==> src/hdl/itp_pkg.sv <==
// ----------------------------------------------------------------------------
// itp_pkg
// Shared types, symbol codes and ranking for the infix-to-postfix converter.
// ----------------------------------------------------------------------------
package itp_pkg;

  localparam int STACK_DEPTH = 32;
  localparam int CNT_W       = $clog2(STACK_DEPTH + 1);
  localparam int IDX_W       = $clog2(STACK_DEPTH);

  localparam logic [7:0] SYM_CARET = 8'h5E;  // '^'
  localparam logic [7:0] SYM_SLASH = 8'h2F;  // '/'
  localparam logic [7:0] SYM_STAR  = 8'h2A;  // '*'
  localparam logic [7:0] SYM_PLUS  = 8'h2B;  // '+'
  localparam logic [7:0] SYM_MINUS = 8'h2D;  // '-'
  localparam logic [7:0] SYM_OPEN  = 8'h28;  // '('
  localparam logic [7:0] SYM_CLOSE = 8'h29;  // ')'

  // Precedence offset by one so that unranked symbols sit at zero
  localparam logic [1:0] RANK_NONE = 2'd0;
  localparam logic [1:0] RANK_ADD  = 2'd1;
  localparam logic [1:0] RANK_MUL  = 2'd2;
  localparam logic [1:0] RANK_POW  = 2'd3;

  typedef struct packed {
    logic [7:0] symbol;
    logic       end_marker;
  } in_t;

  typedef struct packed {
    logic [7:0] out_symbol;
    logic       is_terminator;
    logic       overflowed;
    logic       last_of_run;
  } out_t;

  // Decision for the current step of the sequencer
  typedef struct packed {
    logic pop;
    logic is_operand;
    logic is_close;
  } step_t;

  typedef enum logic [1:0] {
    ST_IDLE = 2'b01,
    ST_STEP = 2'b10
  } state_t;

  function automatic logic [1:0] rank_of(input logic [7:0] s);
    logic [1:0] r;
    case (s)
      SYM_CARET:           r = RANK_POW;
      SYM_STAR, SYM_SLASH: r = RANK_MUL;
      SYM_PLUS, SYM_MINUS: r = RANK_ADD;
      default:             r = RANK_NONE;
    endcase
    return r;
  endfunction

endpackage

==> src/hdl/infix_to_postfix_converter.sv <==
// ----------------------------------------------------------------------------
// infix_to_postfix_converter
// Shunting-yard converter: one infix byte per transaction in, postfix bytes
// and a terminator out, with an operator stack held in registers.
//
//   channel  signals                      payload
//   input    in_valid / in_ready          in_item  (symbol, end_marker)
//   output   out_valid / out_ready        out_item (out_symbol, is_terminator,
//                                                   overflowed, last_of_run)
//
// One transaction at a time: the input is taken in ST_IDLE, then the
// sequencer steps once per stack pop and then finishes (operand emit, push
// or discard); an end marker also flushes the held byte before the
// terminator. The single stack read port and the one-deep hold register
// limit the sequencer to one pop per step. Output stalls freeze the
// sequencer.
// Synchronous reset clears the stack count and the overflow flag; no sweep.
// ----------------------------------------------------------------------------
module infix_to_postfix_converter (
  input  logic          clk,
  input  logic          rst,
  input  logic          in_valid,
  output logic          in_ready,
  input  itp_pkg::in_t  in_item,
  output logic          out_valid,
  input  logic          out_ready,
  output itp_pkg::out_t out_item
);
  import itp_pkg::*;

  state_t           state, state_next;
  in_t              cur, cur_next;
  logic [CNT_W-1:0] stack_count, stack_count_next;
  logic             overflow_seen, overflow_seen_next;
  logic             hold_valid, hold_valid_next;
  logic [7:0]       hold_sym, hold_sym_next;
  logic             out_valid_next;
  out_t             out_item_next;
  logic [7:0]       stack_mem [STACK_DEPTH];

  logic             slot_free;
  logic             empty;
  logic [IDX_W-1:0] top_idx;
  logic [7:0]       top;
  logic             push_en;
  logic             out_load;
  step_t            step;

  assign in_ready  = (state == ST_IDLE);
  assign slot_free = !out_valid || out_ready;
  assign empty     = (stack_count == '0);
  assign top_idx   = IDX_W'(stack_count - CNT_W'(1));
  assign top       = stack_mem[top_idx];

  itp_step_decode u_decode (
    .cur   (cur),
    .top   (top),
    .empty (empty),
    .step  (step)
  );

  always_comb begin
    state_next         = state;
    cur_next           = cur;
    stack_count_next   = stack_count;
    overflow_seen_next = overflow_seen;
    hold_valid_next    = hold_valid;
    hold_sym_next      = hold_sym;
    out_item_next      = out_item;
    out_load           = 1'b0;
    push_en            = 1'b0;

    case (state)
      ST_IDLE: begin
        if (in_valid) begin
          cur_next   = in_item;
          state_next = ST_STEP;
        end
      end
      ST_STEP: begin
        if (step.pop) begin
          // popped byte waits in hold until we know whether it is the last
          if (!hold_valid || slot_free) begin
            if (hold_valid) begin
              out_load      = 1'b1;
              out_item_next = '{hold_sym, 1'b0, 1'b0, 1'b0};
            end
            hold_sym_next    = top;
            hold_valid_next  = 1'b1;
            stack_count_next = stack_count - CNT_W'(1);
          end
        end else if (cur.end_marker) begin
          if (slot_free) begin
            out_load = 1'b1;
            if (hold_valid) begin
              out_item_next   = '{hold_sym, 1'b0, 1'b0, 1'b0};
              hold_valid_next = 1'b0;
            end else begin
              out_item_next      = '{8'h00, 1'b1, overflow_seen, 1'b1};
              overflow_seen_next = 1'b0;
              state_next         = ST_IDLE;
            end
          end
        end else if (step.is_operand) begin
          if (slot_free) begin
            out_load      = 1'b1;
            out_item_next = '{cur.symbol, 1'b0, 1'b0, 1'b1};
            state_next    = ST_IDLE;
          end
        end else if (!hold_valid || slot_free) begin
          if (hold_valid) begin
            out_load        = 1'b1;
            out_item_next   = '{hold_sym, 1'b0, 1'b0, 1'b1};
            hold_valid_next = 1'b0;
          end
          if (step.is_close) begin
            // drop the matching '(' if one is there
            if (!empty) begin
              stack_count_next = stack_count - CNT_W'(1);
            end
          end else if (stack_count == CNT_W'(STACK_DEPTH)) begin
            overflow_seen_next = 1'b1;
          end else begin
            push_en          = 1'b1;
            stack_count_next = stack_count + CNT_W'(1);
          end
          state_next = ST_IDLE;
        end
      end
      default: begin
        state_next = ST_IDLE;
      end
    endcase

    out_valid_next = out_load ? 1'b1 : (out_valid && !out_ready);
  end

  always_ff @(posedge clk) begin
    if (rst) begin
      state         <= ST_IDLE;
      stack_count   <= '0;
      overflow_seen <= 1'b0;
      hold_valid    <= 1'b0;
      out_valid     <= 1'b0;
    end else begin
      state         <= state_next;
      stack_count   <= stack_count_next;
      overflow_seen <= overflow_seen_next;
      hold_valid    <= hold_valid_next;
      out_valid     <= out_valid_next;
    end
  end

  always_ff @(posedge clk) begin
    cur      <= cur_next;
    hold_sym <= hold_sym_next;
    out_item <= out_item_next;
    if (push_en) begin
      stack_mem[stack_count[IDX_W-1:0]] <= cur.symbol;
    end
  end

`ifndef SYNTHESIS
  a_count_bound: assert property (@(posedge clk) disable iff (rst)
    stack_count <= CNT_W'(STACK_DEPTH))
    else $error("stack count beyond depth");

  a_idle_no_hold: assert property (@(posedge clk) disable iff (rst)
    (state == ST_IDLE) |-> !hold_valid)
    else $error("held byte left behind at end of transaction");

  a_term_is_last: assert property (@(posedge clk) disable iff (rst)
    (out_valid && out_item.is_terminator) |-> (out_item.last_of_run &&
      out_item.out_symbol == 8'h00))
    else $error("terminator malformed");

  a_ovf_only_term: assert property (@(posedge clk) disable iff (rst)
    (out_valid && !out_item.is_terminator) |-> !out_item.overflowed)
    else $error("overflow flag on ordinary byte");

  a_ovf_clears: assert property (@(posedge clk) disable iff (rst)
    (out_load && out_item_next.is_terminator) |=> !overflow_seen)
    else $error("overflow flag not cleared after terminator");
`endif

endmodule

==> src/hdl/itp_step_decode.sv <==
// ----------------------------------------------------------------------------
// itp_step_decode
// Classifies the current symbol and compares it with the stack top to decide
// whether the sequencer pops on this step.
// ----------------------------------------------------------------------------
module itp_step_decode (
  input  itp_pkg::in_t  cur,
  input  logic [7:0]    top,
  input  logic          empty,
  output itp_pkg::step_t step
);
  import itp_pkg::*;

  logic       operand;
  logic       close_sym;
  logic       open_sym;
  logic [1:0] r_in;
  logic [1:0] r_top;
  logic       left;
  logic       outranked;

  always_comb begin
    operand   = (cur.symbol inside {[8'h61:8'h7A], [8'h41:8'h5A], [8'h30:8'h39]});
    close_sym = (cur.symbol == SYM_CLOSE);
    open_sym  = (cur.symbol == SYM_OPEN);
    r_in      = rank_of(cur.symbol);
    r_top     = rank_of(top);
    left      = (cur.symbol != SYM_CARET);
    outranked = (r_in < r_top) || ((r_in == r_top) && left);

    step.is_operand = !cur.end_marker && operand;
    step.is_close   = !cur.end_marker && close_sym;
    if (empty) begin
      step.pop = 1'b0;
    end else if (cur.end_marker) begin
      step.pop = 1'b1;
    end else if (operand || open_sym) begin
      step.pop = 1'b0;
    end else if (close_sym) begin
      step.pop = (top != SYM_OPEN);
    end else begin
      step.pop = outranked;
    end
  end

endmodule
==> config.mk <==
export PLATFORM = sky130hd
export DESIGN_NAME = infix_to_postfix_converter
export DESIGN_NICKNAME = d
export VERILOG_FILES = /design/src/hdl/itp_pkg.sv /design/src/hdl/infix_to_postfix_converter.sv /design/src/hdl/itp_step_decode.sv
export SDC_FILE = /design/constraint.sdc
export NUM_CORES = 1
export LEC_CHECK = 0
export BUFFER_PORTS_ARGS = -buffer_cell sky130_fd_sc_hd__buf_2
export CAP_MARGIN = 20
export CORE_ASPECT_RATIO = 0.7
export CORE_UTILIZATION = 25
export CTS_BUF_LIST = sky130_fd_sc_hd__clkbuf_8
export CTS_CLUSTER_DIAMETER = 60
export DETAILED_ROUTE_END_ITERATION = 6
export GPL_ROUTABILITY_DRIVEN = 1
export PLACE_DENSITY = 0.45
export SLEW_MARGIN = 20
export SYNTH_ARGS = -nofsm -noshare
export SYNTH_HDL_FRONTEND = slang
export SYNTH_SLANG_ARGS = --single-unit
==> constraint.sdc <==
create_clock -name clk -period 8.4 [get_ports clk]
set_input_delay 0 -clock clk [delete_from_list [all_inputs] [get_ports clk]]
set_output_delay 0 -clock clk [all_outputs]
set_load 0.01 [all_outputs]
==> reports/results.tsv <==
stage	metric	value	unit
run_status	status	completed	
routing	routed via count	6764	
floorplanning	die width	267.2	µm
clock_network	post-CTS setup buffers	0	
place	routability cong.	0.8339	
sta	period utilization	83.06	%
synthesis	Post-Syn Nets	727	
synthesis	register area share after synthesis	71.06	%
global_routing	grt total ovfl	0	
worst_setup_path	Buffers & Inverters on Critical Path	2	
clock_network	TritonCTS Buffers	44	
worst_setup_path	critical path depth	17	
synthesis	leading post-synthesis cells by cell area	edfxtp_1 69%, mux4_2 10%, mux2i_1 4.0%	
floorplanning	die footprint	50150	µm²
routing	wirelength, routed	32650	µm
worst_setup_path	CP Class	register to register	
power	worst vdd ir	0.1246	mV
routing	Initial DRC Count	767	
worst_setup_path	critical path, cell by cell	inv_1 > ha_1 > xor2_4 > buf_4 > mux2_2 > o21ai_0 > nand4_1 > or4_1 > a21boi_0 > o211ai_1 > ha_1 > o211ai_1 > a31o_1 > o32ai_2 > nor4b_1 > nand2_1 > nor2_1	
routing	WL per Instance	22.33	µm
sta	RSZ-0062 raised after global routing	no	
global_routing	first-pass GRT wire length	47880	µm
worst_setup_path	Critical Path End	stack_mem[22][5]	
synthesis	Avg Synthesized Cell Area	17.41	µm²
floorplanning	row count	67	
clock_network	Root Buffer	clkbuf_8	
synthesis	number of enable flip-flop cells after synthesis	284	
worst_setup_path	worst stage delay on the critical path	0.76	ns
clock_network	Max clock buf depth	3	
synthesis	#FFs+latches synth	295	
routing	antenna viol nets, final	0	
clock_network	CTS tree	yes	
sta	worst rel slew slack	26.75	%
clock_network	H-tree depth	2	
worst_setup_path	R2R depth	17	
routing	detailed-router iteration count before antenna repair	5	
global_routing	total track usage	13.16	%
worst_setup_path	crit path capture type	register	
worst_setup_path	r2r startpoint	stack_count[0]	
power	Pleak	4.354	nW
worst_setup_path	FF-to-FF setup slack	1.42	ns
clock_network	CTS sink cnt	295	
synthesis	Yosys warnings	0	
sta	fmax	0.1433	GHz
place	post-DP HPWL	20660	µm
synthesis	ys async rst share	0	%
synthesis	ys flop type	edfxtp_1	
worst_setup_path	RR Endpoint	stack_mem[22][5]	
power	PD cells	199.6	nW/µm²
worst_setup_path	Worst Path Arrival	7.17	ns
global_routing	antenna violations before repair	0	
job	max_cap viols	0	
layout	Antenna diodes	0	
global_routing	largest net degree at the start of global routing	47	
worst_setup_path	crit path max fanout	17	
sta	Final Critical Period	6.977	ns
routing	# DRC	0	
floorplanning	die height	187.7	µm
layout	layout cells sized above 1	22.68	%
layout	area growth from synthesis to layout	15.19	%
worst_setup_path	startpoint types	register	
synthesis	Synth top area share	69.28	%
worst_setup_path	Crit-path slowest cell	nor2_1	
floorplanning	I/O pin count	26	
layout	post-layout instance area	14180	µm²
worst_setup_path	delay-heaviest family, CP	simple AND/OR/NAND/NOR gates	
sta	clk_skew	0.03142	ns
sta	Slew Viols, Final	0	
synthesis	post-synthesis cell type count	64	
synthesis	synthesized area	12310	µm²
sta	Setup-failing EPs final	0	
synthesis	cell taking the most area after synthesis	edfxtp_1	
routing	Via density	4.627	
clock_network	CTS clock-pin slew for the worst setup and hold paths	0.07	ns
hold_path	HP Class	input port to register	
layout	Nets	792	
sta	worst slew pin tran	1.099	ns
worst_setup_path	CP required	8.60	ns
floorplanning	Core Region	48200	µm²
floorplanning	initial core utilization	25.54	%
worst_setup_path	crit path launch	stack_count[0]	
clock_network	Worst-Skew Late Latency	0.58	ns
global_routing	vias in the first global route	6709	
sta	Final Hold Violating Endpoints	0	
place	IO Port Bufs	25	
place	DP Area	13240	µm²
sta	Fin Setup TNS	0	ns
synthesis	Synth Instances	707	
## report_power, final
group          internal [W]  total, W  switching, W
Clock              0.000540   0.00110      0.000557
Sequential          0.00162   0.00163     0.0000106
Combinational     0.0000340  0.000102     0.0000681
Total               0.00219   0.00283      0.000636
## placed cells by master (no fill, tap or decap), drive strengths merged, types with 3 or more instances in the layout
cell type    instances
xor2                 3
nor3                 9
nand2b               5
or3                  7
or3b                 3
edfxtp             284
buf                 40
a21oi               10
clkbuf              46
dfxtp               11
ha                   7
nor2                74
mux4                55
mux2i               49
o2bb2ai              7
nand2               27
dlygate4sd3         13
o22ai               11
o21ai               19
nor2b                7
or2                  7
or4                  4
clkinvlp             3
nand3               11
clkinv              16
mux2                 8
inv                 26
nand4                4
xnor2                3
## metrics by stage
| stage | worst slack (ns) | hold WS, ns | util (%) | power [W] | instances |
|---|---|---|---|---|---|
| CTS | 1.419 | 0.1037 | 29.42 | 0.002865 | 1462 |
| finish | 1.423 | 0.1505 | 29.42 | 0.002830 | 1462 |
| global route | 0.9624 | 0.1128 | 29.42 | 0.002928 | 1462 |
| detailed placement | 1.468 | 0.1784 | 27.48 | 0.001763 | 1368 |
| floorplan | 2.530 | 0.09887 | - | 0.001714 | 707 |
| global placement | 1.544 | 0.1789 | 27.48 | 0.001763 | 1368 |
## cell usage after synthesis (3+ instances only)
cell,n
mux4_2,55
nor2b_1,7
edfxtp_1,284
mux2_2,8
nand4_1,4
or3_1,6
inv_1,10
o22ai_1,11
nand2_1,27
nor2_1,74
xnor2_1,3
o21ai_1,3
a21oi_1,10
dfxtp_1,11
buf_2,17
clkbuf_1,9
nand2b_1,5
nor3_1,7
or4_1,4
buf_4,6
xor2_1,3
or2_2,7
o21ai_0,16
o2bb2ai_1,7
mux2i_1,49
nand3_1,11
ha_1,7
## logic make-up after synthesis
kind of cell,count (synthesis),share of synthesized area [%]
flip-flops,295,71.06
multiplexers,112,14.78
AND/OR/NAND/NOR,169,6.830
buffers and inverters,45,1.789
AO/OA/AOI/OAI,73,4.401
adder cells (fa/ha/maj),7,0.7114
XOR/XNOR,6,0.4270
## sequential cells by signal, summed over array words and instances (netlist names)
name	cells
stack_mem	256
state	2
out_item	11
hold_sym	8
out_valid	1
hold_valid	1
stack_count	6
overflow_seen	1
cur	9
## final cells by class
class                      instances  area (µm²)
tap                              655       819.5
timing repair buffer              53       380.4
fill                            4797       34020
sequential                       295        8752
inverter                          11       41.29
clock inverter                    35       173.9
multi-input combinational        367        3381
clock buffer                      46       633.1
## worst register-to-register path, delay by kind of cell (launching register included)
kind | cells | cell delay, ns
compound gates | 6 | 0.94
xor+xnor | 1 | 0.53
fa+ha+maj | 2 | 0.86
buf+inv | 2 | 0.61
flops | 1 | 0.40
mux | 1 | 0.40
simple gates | 5 | 2.89
## routing by layer
layer	global-route usage, %	wire length, µm
met3	2.745	1941
met5	0	0
met2	16.97	13030
met4	2.476	314
met1	21.90	17360
## how the worst min path moves through the flow
stage                    start  endpoint  slack (ns)  depth (start not counted)
CTS                 in_item[0]    cur[0]        0.10                          2
floorplan           in_item[0]    cur[0]         0.1                          0
detailed placement  in_item[2]    cur[2]        0.18                          1
global route        in_item[1]    cur[1]        0.11                          2
global placement    in_item[8]    cur[8]        0.18                          1
finish              in_item[0]    cur[0]        0.15                          2
## timing repair
action                    4_1_cts  5_1_grt
hold buffers                   13        0
resized for setup               0        0
hold endpoints to repair       25        0
No activity file was read; power rests on OpenSTA's default activity.
